`config.mk`:
```
export PLATFORM = sky130hd
export DESIGN_NAME = slpt_codec
export DESIGN_NICKNAME = d
export VERILOG_FILES = /design/src/sv/assert_macros.svh /design/src/sv/slpt_pkg.sv /design/src/sv/slpt_codec.sv
export SDC_FILE = /design/constraint.sdc
export NUM_CORES = 1
export LEC_CHECK = 0
export BUFFER_PORTS_ARGS = -buffer_cell sky130_fd_sc_hd__buf_2
export CAP_MARGIN = 20
export CORE_ASPECT_RATIO = 0.75
export CORE_UTILIZATION = 27
export DETAILED_ROUTE_END_ITERATION = 8
export GPL_ROUTABILITY_DRIVEN = 0
export PLACE_DENSITY = 0.89
export SLEW_MARGIN = 15
export SYNTH_ARGS = -nofsm -noshare
export SYNTH_HDL_FRONTEND = slang
export SYNTH_SLANG_ARGS = --single-unit
```
`constraint.sdc`:
```
create_clock -name vclk -period 2.4
set_input_delay 0.24 -clock vclk [all_inputs]
set_output_delay 0.24 -clock vclk [all_outputs]
set_load 0.01 [all_outputs]
```
`src/sv/assert_macros.svh`:
```
// Assertion macros for the RTL of the page table block.
// Each macro wraps one concurrent assertion clocked on clk with an active-low reset.
`ifndef ASSERT_MACROS_SVH
`define ASSERT_MACROS_SVH

// Property that must hold at every rising edge outside reset.
`define ASSERT_ALWAYS(label, clk, rst_n, prop, msg) \
    label: assert property (@(posedge clk) disable iff (!rst_n) (prop)) else $error(msg);

// Antecedent this cycle implies consequent in the same cycle.
`define ASSERT_IMPLIES(label, clk, rst_n, ante, cons, msg) \
    `ASSERT_ALWAYS(label, clk, rst_n, (ante) |-> (cons), msg)

// Antecedent this cycle implies consequent in the next cycle.
`define ASSERT_NEXT(label, clk, rst_n, ante, cons, msg) \
    `ASSERT_ALWAYS(label, clk, rst_n, (ante) |=> (cons), msg)

`endif

```
`src/sv/slpt_pkg.sv`:
```
// Types and constants of the second-level page table: command and status codes,
// descriptor and access bit positions, and the structs returned by the codec.
package slpt_pkg;

    typedef enum logic [1:0] {
        CMD_MAP    = 2'd0,
        CMD_UNMAP  = 2'd1,
        CMD_LOOKUP = 2'd2
    } command_t;

    typedef enum logic [1:0] {
        ST_SUCCESS = 2'd0,
        ST_EXISTS  = 2'd1,
        ST_INVALID = 2'd2
    } status_t;

    localparam int DESC_W = 32;
    localparam int REQ_W  = 5;
    localparam int ACC_W  = 7;

    // Descriptor bits
    localparam int D_XN      = 0;
    localparam int D_PRESENT = 1;
    localparam int D_B       = 2;
    localparam int D_C       = 3;
    localparam int D_AP_SYS  = 4;
    localparam int D_AP_USER = 5;
    localparam int D_TEX0    = 6;
    localparam int D_APX     = 9;

    // Requested access bits
    localparam int REQ_EXEC     = 0;
    localparam int REQ_USER     = 1;
    localparam int REQ_WRITE    = 2;
    localparam int REQ_DEVICE   = 3;
    localparam int REQ_UNCACHED = 4;

    // Returned access bits
    localparam int ACC_READ     = 0;
    localparam int ACC_USER     = 1;
    localparam int ACC_WRITE    = 2;
    localparam int ACC_DEVICE   = 3;
    localparam int ACC_UNCACHED = 4;
    localparam int ACC_INNER    = 5;
    localparam int ACC_OUTER    = 6;

    // TEX[0],C,B patterns
    localparam logic [2:0] TYPE_DEVICE   = 3'b001;
    localparam logic [2:0] TYPE_UNCACHED = 3'b100;
    localparam logic [2:0] TYPE_WB       = 3'b111;

    typedef struct packed {
        status_t            status;
        logic [DESC_W-1:0]  phys;
        logic [ACC_W-1:0]   access;
    } slpt_result_t;

    typedef struct packed {
        logic               mem_we;
        logic               valid_we;
        logic               valid_val;
        logic [DESC_W-1:0]  data;
    } slpt_write_t;

endpackage

```
`src/sv/slpt_codec.sv`:
```
// Descriptor codec: from the command, the stored entry and the request it forms
// the result and the table write. Depends on slpt_pkg.
module slpt_codec
    import slpt_pkg::*;
#(
    parameter int PAGE_SHIFT_BITS = 12
) (
    input  logic [1:0]                       command,
    input  logic                             present,
    input  logic [DESC_W-1:0]                entry,
    input  logic [DESC_W-PAGE_SHIFT_BITS-1:0] frame,
    input  logic [REQ_W-1:0]                 access_request,
    output slpt_result_t                     result,
    output slpt_write_t                      wr
);
    logic [PAGE_SHIFT_BITS-1:0] flags;
    logic [2:0]                 mem_type;
    logic [ACC_W-1:0]           acc;

    // Encode flags of a new descriptor; device wins over uncached
    always_comb
    begin
        flags             = '0;
        flags[D_PRESENT]  = 1'b1;
        flags[D_AP_SYS]   = 1'b1;
        flags[D_XN]       = ~access_request[REQ_EXEC];
        flags[D_AP_USER]  = access_request[REQ_USER];
        flags[D_APX]      = ~access_request[REQ_WRITE];
        if (access_request[REQ_DEVICE])
        begin
            {flags[D_TEX0], flags[D_C], flags[D_B]} = TYPE_DEVICE;
        end
        else if (access_request[REQ_UNCACHED])
        begin
            {flags[D_TEX0], flags[D_C], flags[D_B]} = TYPE_UNCACHED;
        end
        else
        begin
            {flags[D_TEX0], flags[D_C], flags[D_B]} = TYPE_WB;
        end
    end

    // Decode the stored entry; any pattern but device or uncached reads as cached
    assign mem_type = {entry[D_TEX0], entry[D_C], entry[D_B]};

    always_comb
    begin
        acc            = '0;
        acc[ACC_READ]  = 1'b1;
        acc[ACC_USER]  = entry[D_AP_USER];
        acc[ACC_WRITE] = ~entry[D_APX];
        if (mem_type == TYPE_DEVICE)
        begin
            acc[ACC_DEVICE] = 1'b1;
        end
        else if (mem_type == TYPE_UNCACHED)
        begin
            acc[ACC_UNCACHED] = 1'b1;
        end
        else
        begin
            acc[ACC_INNER] = 1'b1;
            acc[ACC_OUTER] = 1'b1;
        end
    end

    always_comb
    begin
        result.status = ST_INVALID;
        result.phys   = '0;
        result.access = '0;
        wr.mem_we     = 1'b0;
        wr.valid_we   = 1'b0;
        wr.valid_val  = 1'b0;
        wr.data       = {frame, flags};
        case (command)
            CMD_MAP:
            begin
                if (present)
                begin
                    result.status = ST_EXISTS;
                end
                else
                begin
                    result.status = ST_SUCCESS;
                    wr.mem_we     = 1'b1;
                    wr.valid_we   = 1'b1;
                    wr.valid_val  = 1'b1;
                end
            end
            CMD_UNMAP:
            begin
                result.status = ST_SUCCESS;
                wr.valid_we   = 1'b1;
            end
            CMD_LOOKUP:
            begin
                if (present)
                begin
                    result.status = ST_SUCCESS;
                    result.phys   = {entry[DESC_W-1:PAGE_SHIFT_BITS],
                                     {PAGE_SHIFT_BITS{1'b0}}};
                    result.access = acc;
                end
            end
            default:
            begin
                result.status = ST_INVALID;
            end
        endcase
    end

endmodule

```
==> results of run 1 <==
[layout make-up]
cell class                      instances  area, µm²  share of cell area
Inverter                                3       11.3              0.0152
Multi-Input combinational cell         52        337               0.454
Tap cell                               32       40.0              0.0541
Timing Repair Buffer                   70        353               0.476
[cell usage in the layout (no fill, tap or decap)]
cell	Yosys	layout
nor3_1	1	1
buf_4	41	1
and3b_1	1	1
conb_1	2	18
buf_2	0	69
inv_1	3	3
nor2_1	2	2
and2_4	18	18
nand2b_1	1	1
xnor2_1	1	1
o21a_1	1	1
nor2b_1	1	1
and2b_1	1	1
and2_1	4	4
and4bb_2	2	2
nand2_1	1	1
[metrics by stage]
stage	utilization	setup WS, ns	instance area, µm²	instances	total power [mW]
after floorplan	-	1.17	702	99	0.115
after global placement	0.349	0.733	741	157	0.0966
after detailed placement	0.349	0.718	741	157	0.0985
after CTS	0.349	0.718	741	157	0.0988
after global routing	0.349	0.629	741	157	0.108
final	0.349	0.741	741	157	0.0985
[power by group through the flow]
| stage | sequential, mW | clock, mW | combinational (mW) |
|---|---|---|---|
| 2_1_floorplan | 0 | 0 | 0.115 |
| 3_3_place_gp | 0 | 0 | 0.0966 |
| 3_5_place_dp | 0 | 0 | 0.0985 |
| 4_1_cts | 0 | 0 | 0.0988 |
| 5_1_grt | 0 | 0 | 0.108 |
| 6_report | 0 | 0 | 0.0985 |
[cell families (layout without fill, tap and decap cells)]
group | after synthesis | count (layout) | synth area share
buf+inv | 47 | 73 | 0.569
simple gates | 32 | 32 | 0.394
other cells | 2 | 18 | 0.0117
compound gates | 1 | 1 | 0.0117
xor+xnor | 1 | 1 | 0.0136
[critical path: stages]
cell and delay (ns):
buf_2 0.11, and3b_1 0.54, buf_4 0.26, and2_4 0.15, buf_2 0.12
[per-layer routing]
| layer | wire length (µm) | global-route usage | vias up |
|---|---|---|---|
| met2 | 735 | 0.189 | 37 |
| met5 | 0 | 0 | - |
| li1 | - | - | 273 |
| met1 | 502 | 0.0819 | 233 |
| met3 | 107 | 0.00877 | 6 |
| met4 | 8 | 0.0190 | 0 |
[how the worst min path moves through the flow]
stage	to	cells past startpoint	startpoint
2_1_floorplan	wr[3]	1	access_request[4]
3_3_place_gp	wr[19]	0	frame[7]
3_5_place_dp	wr[19]	0	frame[7]
4_1_cts	wr[19]	0	frame[7]
5_1_grt	wr[26]	0	frame[14]
6_report	wr[30]	0	frame[18]
==> results.md, run 1 <==
- Die height: 44.2 µm
- Vias/cell: 3.50
- Buffers added on ports: 69
- Post-synth top area share: 0.480
- Via count: 549
- # hold bufs at CTS: 0
- Fmax: 603 MHz
- CP Data Required Time: 2.16 ns
- Most frequent cell after synthesis: buf_4
- Post-Syn Area per Cell: 7.73 µm²
- Core area: 0.00212 mm²
- Number of routed nets with antenna violations: 0
- DRT iter0 DRCs: 3
- Logic gate share of total power: 1.000
- Rows: 14
- Post-CTS setup buffer count: 0
- Max-slew violations: 0
- Largest net degree at the start of global routing: 18
- DRT Wirelength: 1.35 mm
- Total GRT Usage: 0.0845
- Setup_tns: 0 ns
- Syn Inst Count: 83
- Status: completed
- Fillers: 242
- Area grow syn2layout: 15.4%
- Initial Utilization: 0.303
- Leak Pwr: 0.521 nW
- Seq Cell Count: 0
- Post-route minimum period: 1.66 ns
- Worst hold slack: 0.480 ns
- Measured slew at the worst slew-check pin: 0.528 ns
- Area of the mapped netlist: 642 µm²
- Die Span X: 58.3 µm
- Die Area: 0.00258 mm²
- Fin. Hold Viols: 0
- DRT Pass-1 Iters: 4
- Final period utilization: 0.691
- Sw Share: 0.506
- Vias in the first global route: 414
- Worst Setup SP: command[0]
- CP max FO: 17
- Final setup viols: 0
- Clock buffers: 0
- Ant. Diodes: 0
- Cell area power density: 133 mW/mm²
- Top Ports: 136
- Share of post-route cells with drive strength above 1: 0.720
- CP Capture Type: primary output
- Number of max-cap violations: 0
- Antenna violations before repair: 0
- Synth warn: 0
- RSZ-0062 raised after global routing: false
- Nets@finish: 187
- Sequential area share after synthesis: 0
- DRC viols: 0
- Post-CTS sizing: 0
- P_int: 0.0487 mW
- Post-synth top area cell: buf_4
- Reg area: 0 µm²
- Synth cell types: 18
- Hpwl dp: 1.20 mm
- Sequential Power Share: 0
- Worst endpoint data arrival time: 1.42 ns
- Setup CP Type: input pin to primary output
- Switch Pwr: 0.0499 mW
- Grt total ovfl: 0
- Crit path launch type: input pin
- Detail-routed net length per standard cell: 8.62 µm
- Peak supply drop: 0.0741 mV
- Max_slew headroom: 0.648
- First-pass GRT wire length: 1.77 mm
- Synth cell count leaders: 41 x buf_4, 18 x and2_4, 4 x and2_1, 3 x inv_1
- CP Capture Point: result[23]
- Clock power share: 0
- Area contributors post-synth: buf_4 48%, and2_4 25%, and2_1 3.9%, and4bb_2 3.9%, buf_12 3.1%
- Worst min-delay path class: input pin to primary output
Note: power is estimated with default switching activity, not from simulation.
==> inputs of run 2 (changes only) <==
--- a/config.mk
+++ b/config.mk
@@ -8,10 +8,10 @@
 export BUFFER_PORTS_ARGS = -buffer_cell sky130_fd_sc_hd__buf_2
 export CAP_MARGIN = 20
 export CORE_ASPECT_RATIO = 0.75
-export CORE_UTILIZATION = 27
+export CORE_UTILIZATION = 23
 export DETAILED_ROUTE_END_ITERATION = 8
 export GPL_ROUTABILITY_DRIVEN = 0
-export PLACE_DENSITY = 0.89
+export PLACE_DENSITY = 0.81
 export SLEW_MARGIN = 15
 export SYNTH_ARGS = -nofsm -noshare
 export SYNTH_HDL_FRONTEND = slang
==> constraint.sdc (replaced) <==
create_clock -name vclk -period 1.39
set_input_delay 0.139 -clock vclk [all_inputs]
set_output_delay 0.139 -clock vclk [all_outputs]
set_load 0.01 [all_outputs]
==> run 2 against run 1 <==
Compared with the run above: critical path depth stayed put; design area grew 0.68%; largest cell class unchanged; non-clock buffer count unchanged; via count down 0.55%; utilization decreased by 6.5 points; setup slack worse by 0.59 ns; hold slack worse by 0.20 ns; sequential cell count is the same.
==> results.md, run 2 (same netlist as run 1, synthesis figures left out) <==
- Status: completed
- Area of the multi-input gates: 337 µm² (unchanged)
- Largest net degree at the start of global routing: 24 (+6)
- Seq Cell Count: 0 (unchanged)
- Nets@finish: 187 (unchanged)
- Post-route minimum period: 1.24 ns
- Antenna violations before repair: 0 (unchanged)
- Peak supply drop: 0.0684 mV (-7.8%)
- RSZ-0062 raised after global routing: false
- Detail-routed net length per standard cell: 7.80 µm (-9.6%)
- Vias/cell: 3.39 (-3.0%)
- DRT Wirelength: 1.26 mm (-7.3%)
- Commonest non-fill, non-tap cell in the layout: buf_2
- Initial Utilization: 0.245 (-0.0581)
- Core area: 0.00262 mm² (+24%)
- Cell area power density: 227 mW/mm² (+70%)
- Post-CTS sizing: 0 (unchanged)
- Crit-path leading delay family: buffers and inverters
- Slowest CP cell: and3b_1
- Reg area: 0 µm² (unchanged)
- # hold bufs at CTS: 0 (unchanged)
- Most frequent cells in the layout: 69 x buf_2, 18 x and2_4, 18 x conb_1
- Worst hold slack: 0.278 ns (-0.202 ns)
- CP Capture Point: result[31]
- Vias in the first global route: 335 (-19%)
- Die height: 47.8 µm (+8.0%)
- Post-CTS setup buffer count: 0 (unchanged)
- WP buf/inv: 3 (unchanged)
- Fin. Hold Viols: 0 (unchanged)
- Die Span X: 63 µm (+8.1%)
- Fillers: 295 (+22%)
- DRT iter0 DRCs: 3 (unchanged)
- Crit path launch type: input pin
- Via count: 546 (-0.55%)
- Buffers added on ports: 69 (unchanged)
- Total GRT Usage: 0.0637 (-0.0208)
- Most common cell type on the critical path: buf_2
- Number of routed nets with antenna violations: 0 (unchanged)
- CP max FO: 23 (+6)
- Worst path depth: 5 (unchanged)
- Leak Pwr: 0.521 nW (unchanged)
- Worst setup margin: 0.153 ns (-0.588 ns)
- Layout Cells excl Fill: 161 (+2.5%)
- Rows: 16 (+2)
- Hold depth: 0 (unchanged)
- DRT Pass-1 Iters: 2 (-2)
- Final period utilization: 0.890
- Worst endpoint data arrival time: 1.10 ns (-0.32 ns)
- Worst Setup Slack post-DPL: 0.133 ns (-0.585 ns)
- Placed Cells: 161 (+2.5%)
- Hpwl dp: 1.09 mm (-9.1%)
- First-pass GRT wire length: 1.54 mm (-13%)
- Die Area: 0.00301 mm² (+17%)
- Max-slew violations: 0 (unchanged)
- Fmax: 809 MHz
- Setup CP Type: input pin to primary output
- Final setup viols: 0 (unchanged)
- DRC viols: 0 (unchanged)
- Top Ports: 136 (unchanged)
- Area grow syn2layout: 16.2%
- Ant. Diodes: 0 (unchanged)
- Share of post-route cells with drive strength above 1: 0.720 (unchanged)
- Setup_tns: 0 ns (unchanged)
- Worst min-delay path class: input pin to primary output
- CP Capture Type: primary output
- Cell chain of the critical path: buf_2 -> and3b_1 -> buf_4 -> and2_4 -> buf_2
- Worst Setup SP: command[0]
- Number of max-cap violations: 0 (unchanged)
- Clock buffers: 0 (unchanged)
- Peak per-stage delay on the critical path: 0.28 ns (-0.26 ns)
- CP Data Required Time: 1.25 ns (-0.91 ns)
- Grt total ovfl: 0 (unchanged)
## run 2: cell counts in the layout (fill, tap and decap cells not counted)
No cell type changed its count.
## run 2: per-stage QoR
stage                     instance area (µm²)  utilization  power [mW]
after global routing                      746        0.284       0.189
after global placement                    746        0.284       0.167
final                                     746        0.284       0.169
after detailed placement                  746        0.284       0.170
after CTS                                 746        0.284       0.171
after floorplan                           702            -       0.199
## run 2: power breakdown
part / leakage, nW / switching (mW) / internal (mW)
combinational: 0.521 / 0.0850 / 0.0840
clock: 0 / 0 / 0
sequential: 0 / 0 / 0
total: 0.521 / 0.0850 / 0.0840
## run 2: worst min-delay path by stage
| stage | startpoint | to |
|---|---|---|
| detailed placement | frame[4] | wr[16] |
| global placement | frame[4] | wr[16] |
| CTS | frame[4] | wr[16] |
| finish | frame[1] | wr[13] |
| global route | frame[14] | wr[26] |
| floorplan | access_request[4] | wr[3] |
## run 2: layout make-up
class / count / area share
inverter: 3 / 0.0151
multi-input combinational: 52 / 0.451
tap: 36 / 0.0604
timing repair buffer: 70 / 0.473
## run 2: metal layers
| layer | wire length, µm | GRT usage | vias up |
|---|---|---|---|
| met5 | 0 | 0 | - |
| met4 | 0 | 0.00465 | 0 |
| met3 | 180 | 0.0333 | 0 |
| met2 | 576 | 0.101 | 46 |
| met1 | 497 | 0.0806 | 227 |
| li1 | - | - | 273 |
